## config.mk

```make
export PLATFORM = sky130hd
export DESIGN_NAME = packbits_row_encoder_unit
export DESIGN_NICKNAME = d
export VERILOG_FILES = /design/src/design/pbre_pkg.sv /design/src/design/pbre_out_packer.sv /design/src/design/packbits_row_encoder_unit.sv
export SDC_FILE = /design/constraint.sdc
export NUM_CORES = 2
export LEC_CHECK = 0
export ABC_CLOCK_PERIOD_IN_PS = 9300
export BUFFER_PORTS_ARGS = -buffer_cell sky130_fd_sc_hd__buf_2
export CAP_MARGIN = 25
export CELL_PAD_IN_SITES_DETAIL_PLACEMENT = 1
export CELL_PAD_IN_SITES_GLOBAL_PLACEMENT = 1
export CORE_ASPECT_RATIO = 1.5
export CORE_UTILIZATION = 54
export CTS_BUF_LIST = sky130_fd_sc_hd__clkbuf_4 sky130_fd_sc_hd__clkbuf_8
export CTS_CLUSTER_DIAMETER = 30
export DETAILED_ROUTE_END_ITERATION = 10
export HOLD_SLACK_MARGIN = 0.06
export PLACE_DENSITY_LB_ADDON = 0.2
export RECOVER_POWER = 100
export SETUP_SLACK_MARGIN = 0.05
export SKIP_CTS_REPAIR_TIMING = 1
export SYNTH_ARGS = -nofsm -noshare
export SYNTH_HDL_FRONTEND = slang
export SYNTH_HIERARCHICAL = 1
export SYNTH_SLANG_ARGS = --single-unit
```

## constraint.sdc

```tcl
create_clock -name i_clk -period 9.3 [get_ports i_clk]
set_clock_uncertainty 0.15 [all_clocks]
set_input_delay 1.395 -clock i_clk [delete_from_list [all_inputs] [get_ports i_clk]]
set_output_delay 1.395 -clock i_clk [all_outputs]
set_load 0.005 [all_outputs]
```

## src/design/pbre_pkg.sv

```systemverilog
// ----------------------------------------------------------------------------
// PackBits row encoder - package
// Shared constants, register indexes and the packer request type.
// ----------------------------------------------------------------------------
`default_nettype none

package pbre_pkg;

    localparam int unsigned LIT_DEPTH           = 128;
    localparam int unsigned LIT_AW              = $clog2(LIT_DEPTH);
    localparam int unsigned LIT_CW              = LIT_AW + 1;
    localparam int unsigned MAX_RUN             = 128;
    localparam int unsigned OUT_WIDTH_BYTES_DEF = 8;
    localparam int unsigned MAX_RESULTS         = 18;
    localparam int unsigned RES_CW              = $clog2(MAX_RESULTS);
    localparam int unsigned MIN_DIM             = 4;
    localparam int unsigned DIM_W               = 15;
    localparam int unsigned TOTAL_W             = 16;
    localparam int unsigned OUT_W               = 64;
    localparam int unsigned CNT_W               = 4;
    localparam int unsigned CFG_IDX_W           = 2;
    localparam int unsigned CFG_DATA_W          = 15;

    typedef enum logic [CFG_IDX_W-1:0] {
        CFG_COMPRESS,
        CFG_ROW_WIDTH,
        CFG_IMAGE_HEIGHT
    } t_cfg_idx;

    typedef struct packed {
        logic                put;
        logic                fin;
        logic [7:0]          data;
        logic                row_end;
        logic [TOTAL_W-1:0]  row_bytes;
    } t_pack_req;

endpackage

`default_nettype wire

```

## src/design/pbre_out_packer.sv

```systemverilog
// ----------------------------------------------------------------------------
// PackBits row encoder - output packer
// Gathers packed bytes into words and holds the output register.
// ----------------------------------------------------------------------------
`default_nettype none

module pbre_out_packer #(
    parameter int unsigned OUT_WIDTH_BYTES = pbre_pkg::OUT_WIDTH_BYTES_DEF
) (
    input  wire logic                          i_clk,
    input  wire logic                          i_rst_n,
    input  wire pbre_pkg::t_pack_req           i_req,
    output logic                               o_ack,
    output logic                               o_valid,
    input  wire logic                          i_stall,
    output logic [pbre_pkg::OUT_W-1:0]         o_out_bytes,
    output logic [pbre_pkg::CNT_W-1:0]         o_byte_count,
    output logic                               o_row_end,
    output logic [pbre_pkg::TOTAL_W-1:0]       o_row_bytes,
    output logic                               o_last
);
    import pbre_pkg::*;

    localparam int unsigned CW = $clog2(OUT_WIDTH_BYTES + 1);

    logic [OUT_WIDTH_BYTES-1:0][7:0] r_acc, n_acc;
    logic [CW-1:0]                   r_cnt, n_cnt;
    logic [RES_CW-1:0]               r_res, n_res;

    logic                r_o_valid;
    logic [OUT_W-1:0]    r_o_bytes;
    logic [CNT_W-1:0]    r_o_count;
    logic                r_o_row_end;
    logic [TOTAL_W-1:0]  r_o_row_bytes;
    logic                r_o_last;

    logic load_ok, acc_full, need_fin, ld, ld_last;

    always_comb begin
        load_ok  = !r_o_valid || !i_stall;
        acc_full = (r_cnt == CW'(OUT_WIDTH_BYTES));
        need_fin = (r_cnt != '0) || i_req.row_end;
        n_acc    = r_acc;
        n_cnt    = r_cnt;
        n_res    = r_res;
        o_ack    = 1'b0;
        ld       = 1'b0;
        ld_last  = 1'b0;
        if (i_req.put) begin
            if (!acc_full) begin
                o_ack = 1'b1;
                for (int i = 0; i < OUT_WIDTH_BYTES; i++) begin
                    if (CW'(i) == r_cnt) begin
                        n_acc[i] = i_req.data;
                    end
                end
                n_cnt = r_cnt + CW'(1);
            end else if (r_res == RES_CW'(MAX_RESULTS - 1)) begin
                o_ack = 1'b1;  // result limit reached, byte dropped
            end else if (load_ok) begin
                o_ack    = 1'b1;
                ld       = 1'b1;
                n_acc    = '0;
                n_acc[0] = i_req.data;
                n_cnt    = CW'(1);
                n_res    = r_res + RES_CW'(1);
            end
        end else if (i_req.fin) begin
            if (!need_fin) begin
                o_ack = 1'b1;
                n_res = '0;
            end else if (load_ok) begin
                o_ack   = 1'b1;
                ld      = 1'b1;
                ld_last = 1'b1;
                n_acc   = '0;
                n_cnt   = '0;
                n_res   = '0;
            end
        end
    end

    always_ff @(posedge i_clk) begin
        if (!i_rst_n) begin
            r_acc     <= '0;
            r_cnt     <= '0;
            r_res     <= '0;
            r_o_valid <= 1'b0;
        end else begin
            r_acc <= n_acc;
            r_cnt <= n_cnt;
            r_res <= n_res;
            if (ld) begin
                r_o_valid <= 1'b1;
            end else if (!i_stall) begin
                r_o_valid <= 1'b0;
            end
        end
    end

    always_ff @(posedge i_clk) begin
        if (ld) begin
            r_o_bytes     <= OUT_W'(r_acc);
            r_o_count     <= CNT_W'(r_cnt);
            r_o_last      <= ld_last;
            r_o_row_end   <= ld_last && i_req.row_end;
            r_o_row_bytes <= (ld_last && i_req.row_end) ? i_req.row_bytes : '0;
        end
    end

    assign o_valid      = r_o_valid;
    assign o_out_bytes  = r_o_bytes;
    assign o_byte_count = r_o_count;
    assign o_row_end    = r_o_row_end;
    assign o_row_bytes  = r_o_row_bytes;
    assign o_last       = r_o_last;

endmodule

`default_nettype wire

```

## src/design/packbits_row_encoder_unit.sv

```systemverilog
// ----------------------------------------------------------------------------
// PackBits row encoder - top level
// PackBits-encodes plane rows one byte at a time; raw copy when compression is off or a dimension is below MIN_DIM.
//
//   channel  dir  handshake                   payload
//   in       in   i_in_valid / o_in_stall     i_data_byte
//   out      out  o_out_valid / i_out_stall   o_out_bytes, o_byte_count,
//                                             o_row_end, o_row_bytes, o_last
//   cfg      in   i_cfg_we                    i_cfg_index, i_cfg_data
//
// One byte at a time: a byte that closes nothing passes S_UPDATE and S_END; a run
// close, each packet byte, each literal push and each dispatch step take a state of their own.
// The literal store has one read port: a flush reads the stored bytes in order from address 0.
// Reset is synchronous; the literal store is not cleared (no clearing pass).
// An output stall holds the sequencer once the output register is full and a
// word must move into it: a byte that finds the accumulator full (below the result limit), or the end
// of a byte with packed bytes still in the accumulator or at a row end.
// ----------------------------------------------------------------------------
`default_nettype none

module packbits_row_encoder_unit #(
    parameter int unsigned OUT_WIDTH_BYTES = pbre_pkg::OUT_WIDTH_BYTES_DEF
) (
    input  wire logic                            i_clk,
    input  wire logic                            i_rst_n,
    input  wire logic                            i_in_valid,
    output logic                                 o_in_stall,
    input  wire logic [7:0]                      i_data_byte,
    output logic                                 o_out_valid,
    input  wire logic                            i_out_stall,
    output logic [pbre_pkg::OUT_W-1:0]           o_out_bytes,
    output logic [pbre_pkg::CNT_W-1:0]           o_byte_count,
    output logic                                 o_row_end,
    output logic [pbre_pkg::TOTAL_W-1:0]         o_row_bytes,
    output logic                                 o_last,
    input  wire logic                            i_cfg_we,
    input  wire logic [pbre_pkg::CFG_IDX_W-1:0]  i_cfg_index,
    input  wire logic [pbre_pkg::CFG_DATA_W-1:0] i_cfg_data
);
    import pbre_pkg::*;

    typedef enum logic [3:0] {
        S_IDLE, S_RAW, S_UPDATE, S_CLOSE, S_PUSH2, S_PUSH1,
        S_LHDR, S_LDAT, S_RHDR, S_RVAL, S_DISP, S_END
    } t_state;

    typedef enum logic [2:0] {
        PH_DIFF, PH_GRP, PH_GRP_F, PH_ROW, PH_ROW_F
    } t_phase;

    // configuration
    logic             r_compress;
    logic [DIM_W-1:0] r_row_width;
    logic [DIM_W-1:0] r_image_height;

    // sequencer state
    t_state              r_state, n_state;
    t_phase              r_phase, n_phase;
    logic [7:0]          r_byte, n_byte;
    logic [LIT_CW-1:0]   r_lit_cnt, n_lit_cnt;
    logic [7:0]          r_run_val, n_run_val;
    logic [7:0]          r_run_len, n_run_len;
    logic [7:0]          r_group, n_group;
    logic                r_in_lit, n_in_lit;
    logic [DIM_W-1:0]    r_column, n_column;
    logic [TOTAL_W-1:0]  r_total, n_total;
    logic [TOTAL_W-1:0]  r_final, n_final;
    logic                r_row_done, n_row_done;
    logic                r_rep_pend, n_rep_pend;
    logic [7:0]          r_rep_hdr, n_rep_hdr;
    logic [LIT_AW-1:0]   r_idx, n_idx;

    // literal store
    logic [7:0]          r_lit_mem [LIT_DEPTH];
    logic [7:0]          r_rd_data;
    logic                mem_we, mem_re;
    logic [LIT_AW-1:0]   mem_raddr;

    t_pack_req           req;
    logic                pk_ack;

    logic                raw_mode;
    logic [7:0]          grp_inc;
    logic [DIM_W-1:0]    col_inc;
    logic [7:0]          tot_add;
    logic [TOTAL_W:0]    tot_sum;
    logic [TOTAL_W-1:0]  tot_sat;
    logic                lit_room;

    always_ff @(posedge i_clk) begin
        if (!i_rst_n) begin
            r_compress     <= 1'b1;
            r_row_width    <= DIM_W'(MIN_DIM);
            r_image_height <= DIM_W'(MIN_DIM);
        end else if (i_cfg_we) begin
            case (i_cfg_index)
                CFG_COMPRESS:     r_compress     <= i_cfg_data[0];
                CFG_ROW_WIDTH:    r_row_width    <= i_cfg_data;
                CFG_IMAGE_HEIGHT: r_image_height <= i_cfg_data;
                default: ;
            endcase
        end
    end

    assign raw_mode = !r_compress || (r_row_width < DIM_W'(MIN_DIM))
                      || (r_image_height < DIM_W'(MIN_DIM));
    assign grp_inc  = r_group + 8'd1;
    assign col_inc  = r_column + DIM_W'(1);
    assign lit_room = (r_lit_cnt < LIT_CW'(LIT_DEPTH));
    assign tot_add  = (r_state == S_LHDR) ? (8'(r_lit_cnt) + 8'd1) : 8'd2;
    assign tot_sum  = {1'b0, r_total} + (TOTAL_W + 1)'(tot_add);
    assign tot_sat  = tot_sum[TOTAL_W] ? '1 : tot_sum[TOTAL_W-1:0];
    assign o_in_stall = (r_state != S_IDLE);

    always_comb begin
        n_state    = r_state;
        n_phase    = r_phase;
        n_byte     = r_byte;
        n_lit_cnt  = r_lit_cnt;
        n_run_val  = r_run_val;
        n_run_len  = r_run_len;
        n_group    = r_group;
        n_in_lit   = r_in_lit;
        n_column   = r_column;
        n_total    = r_total;
        n_final    = r_final;
        n_row_done = r_row_done;
        n_rep_pend = r_rep_pend;
        n_rep_hdr  = r_rep_hdr;
        n_idx      = r_idx;
        mem_we     = 1'b0;
        mem_re     = 1'b0;
        mem_raddr  = r_idx;
        req        = '0;
        unique case (r_state)
            S_IDLE: begin
                if (i_in_valid) begin
                    n_byte = i_data_byte;
                    if (raw_mode) begin
                        n_state = S_RAW;
                    end else begin
                        n_phase = PH_DIFF;
                        n_state = (r_run_len != 8'd0 && i_data_byte != r_run_val)
                                  ? S_CLOSE : S_UPDATE;
                    end
                end
            end
            S_RAW: begin
                req.put  = 1'b1;
                req.data = r_byte;
                if (pk_ack) begin
                    n_state = S_END;
                end
            end
            S_UPDATE: begin
                n_run_val = r_byte;
                n_run_len = r_run_len + 8'd1;
                n_group   = grp_inc;
                n_column  = col_inc;
                if (grp_inc >= 8'(MAX_RUN)) begin
                    n_phase = PH_GRP;
                    n_state = S_CLOSE;
                end else if (col_inc >= r_row_width) begin
                    n_phase = PH_ROW;
                    n_state = S_CLOSE;
                end else begin
                    n_state = S_END;
                end
            end
            S_CLOSE: begin
                n_run_len  = 8'd0;
                n_rep_pend = 1'b0;
                n_rep_hdr  = 8'd1 - r_run_len;
                if (r_run_len == 8'd0) begin
                    n_state = S_DISP;
                end else if (r_run_len >= 8'd3 || (r_run_len == 8'd2 && !r_in_lit)) begin
                    n_rep_pend = 1'b1;
                    n_in_lit   = 1'b0;
                    n_state    = (r_lit_cnt != '0) ? S_LHDR : S_RHDR;
                end else if (r_run_len == 8'd2) begin
                    n_state = S_PUSH2;
                end else begin
                    n_in_lit = 1'b1;
                    n_state  = S_PUSH1;
                end
            end
            S_PUSH2, S_PUSH1: begin
                if (lit_room) begin
                    mem_we    = 1'b1;
                    n_lit_cnt = r_lit_cnt + LIT_CW'(1);
                end
                n_state = (r_state == S_PUSH2) ? S_PUSH1 : S_DISP;
            end
            S_LHDR: begin
                req.put  = 1'b1;
                req.data = 8'(r_lit_cnt) - 8'd1;
                if (pk_ack) begin
                    mem_re    = 1'b1;
                    mem_raddr = '0;
                    n_idx     = '0;
                    n_total   = tot_sat;
                    n_state   = S_LDAT;
                end
            end
            S_LDAT: begin
                req.put  = 1'b1;
                req.data = r_rd_data;
                if (pk_ack) begin
                    if ({1'b0, r_idx} == r_lit_cnt - LIT_CW'(1)) begin
                        n_lit_cnt = '0;
                        n_state   = r_rep_pend ? S_RHDR : S_DISP;
                    end else begin
                        mem_re    = 1'b1;
                        mem_raddr = r_idx + LIT_AW'(1);
                        n_idx     = r_idx + LIT_AW'(1);
                    end
                end
            end
            S_RHDR: begin
                req.put  = 1'b1;
                req.data = r_rep_hdr;
                if (pk_ack) begin
                    n_state = S_RVAL;
                end
            end
            S_RVAL: begin
                req.put  = 1'b1;
                req.data = r_run_val;
                if (pk_ack) begin
                    n_total    = tot_sat;
                    n_rep_pend = 1'b0;
                    n_state    = S_DISP;
                end
            end
            S_DISP: begin
                unique case (r_phase)
                    PH_DIFF: begin
                        n_state = S_UPDATE;
                    end
                    PH_GRP, PH_ROW: begin
                        n_phase    = (r_phase == PH_GRP) ? PH_GRP_F : PH_ROW_F;
                        n_rep_pend = 1'b0;
                        n_state    = (r_lit_cnt != '0) ? S_LHDR : S_DISP;
                    end
                    PH_GRP_F: begin
                        n_group  = 8'd0;
                        n_in_lit = 1'b0;
                        if (r_column >= r_row_width) begin
                            n_phase = PH_ROW;
                            n_state = S_CLOSE;
                        end else begin
                            n_state = S_END;
                        end
                    end
                    PH_ROW_F: begin
                        n_in_lit   = 1'b0;
                        n_group    = 8'd0;
                        n_column   = '0;
                        n_row_done = 1'b1;
                        n_final    = r_total;
                        n_total    = '0;
                        n_state    = S_END;
                    end
                    default: n_state = S_END;
                endcase
            end
            S_END: begin
                req.fin       = 1'b1;
                req.row_end   = r_row_done;
                req.row_bytes = r_final;
                if (pk_ack) begin
                    n_row_done = 1'b0;
                    n_state    = S_IDLE;
                end
            end
            default: n_state = S_IDLE;
        endcase
    end

    always_ff @(posedge i_clk) begin
        if (!i_rst_n) begin
            r_state    <= S_IDLE;
            r_phase    <= PH_DIFF;
            r_lit_cnt  <= '0;
            r_run_val  <= 8'd0;
            r_run_len  <= 8'd0;
            r_group    <= 8'd0;
            r_in_lit   <= 1'b0;
            r_column   <= '0;
            r_total    <= '0;
            r_row_done <= 1'b0;
            r_rep_pend <= 1'b0;
        end else begin
            r_state    <= n_state;
            r_phase    <= n_phase;
            r_lit_cnt  <= n_lit_cnt;
            r_run_val  <= n_run_val;
            r_run_len  <= n_run_len;
            r_group    <= n_group;
            r_in_lit   <= n_in_lit;
            r_column   <= n_column;
            r_total    <= n_total;
            r_row_done <= n_row_done;
            r_rep_pend <= n_rep_pend;
        end
        r_byte    <= n_byte;
        r_final   <= n_final;
        r_rep_hdr <= n_rep_hdr;
        r_idx     <= n_idx;
    end

    // pushes and flush reads never share a cycle
    always_ff @(posedge i_clk) begin
        if (mem_we) begin
            r_lit_mem[r_lit_cnt[LIT_AW-1:0]] <= r_run_val;
        end
        if (mem_re) begin
            r_rd_data <= r_lit_mem[mem_raddr];
        end
    end

    pbre_out_packer #(
        .OUT_WIDTH_BYTES (OUT_WIDTH_BYTES)
    ) u_packer (
        .i_clk        (i_clk),
        .i_rst_n      (i_rst_n),
        .i_req        (req),
        .o_ack        (pk_ack),
        .o_valid      (o_out_valid),
        .i_stall      (i_out_stall),
        .o_out_bytes  (o_out_bytes),
        .o_byte_count (o_byte_count),
        .o_row_end    (o_row_end),
        .o_row_bytes  (o_row_bytes),
        .o_last       (o_last)
    );

endmodule

`default_nettype wire

```

=== Word level (Yosys, flattened, before mapping) ===
Memory sizes are Yosys's and may differ from the RTL's. A register that Yosys moved wholly into a read port is not among the register bits.
Index checks and enable logic that the tools add are counted.

* Add/subtract/negate cells: 10
* Muxes and demuxes: 115
* Equal/unequal tests: 63
* Reductions and logical operators: 62
* Magnitude comparators: 7

{| class="wikitable"
|+ Operators by type and width
! operator !! number
|-
| $mux W64 || 7
|-
| $mux W8 || 13
|-
| $mux W4 || 23
|-
| $reduce_and A6 Y1 || 9
|-
| $mux W16 || 3
|-
| $pmux W8 S2 || 3
|-
| $pmux W4 S11 || 1
|-
| $pmux W8 S5 || 1
|-
| $mux W5 || 7
|-
| $mux W1 || 34
|-
| $pmux W16 S2 || 1
|-
| $ge A15 B15 Y1 || 2
|-
| $lt A15 B3 Y1 const B || 2
|-
| $pmux W15 S2 || 1
|-
| $ne A2 B2 Y1 const B || 13
|-
| $add A8 B1 Y8 const B || 3
|-
| $ne A3 B1 Y1 const B || 8
|-
| $mux W7 || 3
|-
| $eq A4 B4 Y1 const B || 5
|-
| $mux W3 || 6
|-
| $reduce_bool A2 Y1 || 9
|-
| $add A16 B8 Y17 || 1
|-
| $mux W17 || 1
|-
| $eq A3 B4 Y1 const A || 4
|-
| other kinds (51) || 97
|}

* Word-level logic and storage cells: 292
* Memories kept: 1
* Bits in registers: 303
* RAM bits: 1024
* Output and inout bits: 88
* Input bits: 30

{| class="wikitable"
|+ Memory list
! name !! depth !! bits a word !! rd ports !! clocked after memory_dff !! wr ports !! line !! source
|-
| r_lit_mem || 128 || 8 || 1 || 1 || 1 || packbits_row_encoder_unit.sv:74 || <nowiki>logic [7:0] r_lit_mem [LIT_DEPTH];</nowiki>
|}

=== Longest topological paths before layout ===
* Depth in word-level cells: 8
* Mapped depth: 26
* Depth with buffers taken out: 19

=== Modules after synthesis ===
The synthesis kept the hierarchy.

{| class="wikitable"
|+ By module, submodules not included
! module !! sequential area each (µm²) !! instances !! area each (µm²) !! cells each
|-
| packbits_row_encoder_unit || 34132.7 || 1 || 50962.6 || 4131
|-
| pbre_out_packer || 4063.9 || 1 || 5866.9 || 428
|}

=== Worst setup path before layout ===
Ideal clock, no wire load.

* Path type: register -> register
* From: register r_state[0]
* To: register u_packer.r_o_count[0], in the netlist u_packer/o_byte_count[0] (enable)
* Data arrival time: 5.742 ns
* Path buffers: 3
* Period minus slack after synthesis: 6.423 ns
* Setup time: 0.531 ns
* Slack: 2.877 ns
* Required time: 8.619 ns
* Cell stages (with the launch flop): 9
* Cell sequence: dfxtp_1 -> clkbuf_1 -> clkbuf_1 -> nand2_1 -> nor2_1 -> clkbuf_1 -> nor2b_1 -> a21oi_1 -> nor2_1

{| class="wikitable"
|+ RTL lines
! item !! line !! source
|-
| start, declared || packbits_row_encoder_unit.sv:57 || <nowiki>t_state r_state, n_state;</nowiki>
|-
| start signal, assigned || packbits_row_encoder_unit.sv:294 || <nowiki>r_state <= n_state;</nowiki>
|-
| end signal, assigned || pbre_out_packer.sv:104 || <nowiki>r_o_count <= CNT_W'(r_cnt);</nowiki>
|-
| end, declared || pbre_out_packer.sv:32 || <nowiki>logic [CNT_W-1:0] r_o_count;</nowiki>
|}

==> impl_results.md <==
* Outcome: complete, but fails checks
* Violated checks: capacitance limit, slew limit
* Core box area at 0.104 sq mm
* Leakage at 0.0217 uW
* Final HPWL DP at 122000 microns
* Placed instance count at 5868
* R2R Path Start: r_state[2]
* Int Pwr at 10400 uW
* Post-Layout Cell Count at 6265
* Mapped Nets at 4645
* Slowest CP cell: nor2_4
* Total number of vias at 40764
* Initial antenna violation count at 7
* Psw at 4440 uW
* CTS Sinks at 1333
* Yosys warns at 6
* Maximum fanout along the worst path at 97
* # port buffers at 117
* GRT Residual Overflow at 0
* Per-cell routed wire length at 30.0 microns
* CP peak stage delay at 0.90 ns
* Post-synth EDFFs at 1150
* Slew Limit Fails at 1434
* FF+latch count, synth at 1333
* Total GRT Usage at 35.2%
* CTS tree: yes
* Top cells by area, synth: edfxtp_1 61%, dfxtp_1 6.4%, nand2_1 5.3%, mux2i_1 3.9%, nand3_1 2.4%
* Worst path cell trace: nand2b_1, nor2_1, clkbuf_1, and2_0, or4b_1, nand2_1, a21oi_1, a21oi_1, clkbuf_1, inv_1, or3_1, or4b_1, and2_4, buf_12, nor2_4, a32oi_1, and3_1, a31o_2, o21ai_0, nand4_1
* Die area at 0.107 sq mm
* Root Driver: clkbuf_8
* Combinational share of power at 15.7%
* Setup TNS at 0 ns
* Post-synthesis cell area at 0.0568 sq mm
* DRT iter0 DRCs at 4112
* Setup crit start kind: register
* Worst endpoint data arrival time at 8.34 ns
* Mean Syn Cell Area at 12.5 sq um
* Layout cells sized above 1 at 10.9%
* First-pass GRT wire length at 273000 microns
* Mapped Cells at 4559
* Most frequent cell after synthesis: edfxtp_1
* Max cap viols at 27
* Worst-case clock buffer depth at 3
* Drt first pass iters at 7
* Critical path type: reg2reg
* Post-synth top area share at 60.8%
* I/O Pins at 118
* Switching Share at 29.9%
* Area leader, netlist: edfxtp_1
* Least-Margin Pin Slew at 4.42 ns
* Setup crit end kind: register
* ANT nets after route at 0
* Peak supply drop at 144 uV
* # nets final at 4774
* Routability cong. at 0.973
* Final setup viols at 0
* Initial Utilization at 54.6%
* Clock latency on the worst-skew pair at 0.97 ns
* Clock power share at 36.5%
* Largest net degree at the start of global routing at 143
* Crit path launch: r_state[2]
* Critical Path RT at 9.81 ns
* WP buf/inv at 4
* Vias in the first global route at 41617
* Final worst slack at 1.46 ns
* Final period util at 84.2%
* Site Rows at 145
* Peak Freq at 128 MHz
* Predominant post-synthesis flop cell: edfxtp_1
* Die Y at 399 microns
* Top Family by Delay on Critical Path: simple AND/OR/NAND/NOR gates
* Final Hold Viols at 0
* Worst hold-check path type: reg2reg
* Fillcell total at 10520
* Die width at 267 microns
* Async SR Flop Fraction at 0%
* Pwr Density at 236 mW/mm^2
* Final WL at 188000 microns
* Hold Crit Start: u_packer/r_acc[13]
* Setup WS pre-CTS at 2.38 ns
* CTS H-Tree Depth at 4
* Synth cell count leaders: 1150 x edfxtp_1, 801 x nand2_1, 279 x nor2_1
* Register area share after synthesis at 67.2%
* Cts bufs inserted at 209
* DR vias/cell at 6.51
* Min Tclk post-route at 7.84 ns
* Slew margin rel. at -195%
* Area grow syn2layout at 10.9%
* DRC at 0
* Hold Slack at 0.275 ns
* Clk slew on worst S/H paths at 0.06 ns
* RSZ-0062 raised after global routing: no
* Flop pwr share at 47.8%
* Count of different cell masters after synthesis at 92
[flip-flops by register name, summed over array words and instances, names as in the netlist, 13 cells and up]
name / cells
r_column: 15
r_final: 16
u_packer/r_acc: 64
r_total: 16
r_image_height: 13
u_packer/o_out_bytes: 64
r_row_width: 15
u_packer/o_row_bytes: 16
r_lit_mem: 1024
[cell families after synthesis]
group | count (synthesis) | share of synthesized area, %
compound gates | 821 | 9.86
xor+xnor | 64 | 1.06
fa+ha+maj | 56 | 1.25
buf+inv | 343 | 2.70
flops | 1333 | 67.2
mux | 239 | 4.26
simple gates | 1703 | 13.7
[layer usage]
layer / global-route usage (%) / up-vias / share of wire [%]
met5: 0 / - / 0.012
met4: 26.9 / 4 / 8.3
met3: 7.81 / 646 / 7.8
met2: 59.2 / 2066 / 49
met1: 38.8 / 20606 / 35
li1: - / 17442 / -
[layout make-up]
type	count	area [sq um]	share of cell area (%)
flip-flops and latches	1333	38200	60.6
multi-input cells	2883	17100	27.2
clock buffers	262	3310	5.25
well taps	1396	1750	2.77
clock inverters	129	1260	2.01
repair buffers	213	1160	1.84
inverters	48	198	0.314
diodes	1	2.50	0.00397
[cell usage in the layout, fill, tap and decap left out, types with 62 or more instances in the layout]
cell,count
clkbuf_8,214
mux2i_1,221
dfxtp_1,182
o21ai_0,102
nand3_1,276
clkbuf_1,96
nand4_1,95
nor2_1,275
buf_4,62
edfxtp_1,1150
a221oi_1,66
nand2_1,801
a21oi_1,257
[path summary, 6_finish.rpt]
path	cells past startpoint	slack, ns	to
max	20	1.46	r_rd_data[3]
min	0	0.27	u_packer/o_out_bytes[13]
max reg2reg	20	1.46	r_rd_data[3]
min reg2reg	0	0.27	u_packer/o_out_bytes[13]
[power groups by stage]
stage | clock network [uW] | logic [uW] | registers, uW
2_1_floorplan | 0 | 1350 | 7140
6_report | 5430 | 2330 | 7100
3_3_place_gp | 0 | 2230 | 7160
3_5_place_dp | 0 | 2280 | 7170
5_1_grt | 5690 | 2440 | 7100
4_1_cts | 5470 | 2300 | 7040
[metrics by stage]
step	power [uW]	utilization, %	area [sq um]
after CTS	14800	60.8	63300
after global routing	15200	60.5	63000
final	14900	60.5	63000
after global placement	9390	56.3	58700
after detailed placement	9450	56.4	58700
after floorplan	8490	-	56800
(Power assumes the default switching activity.)
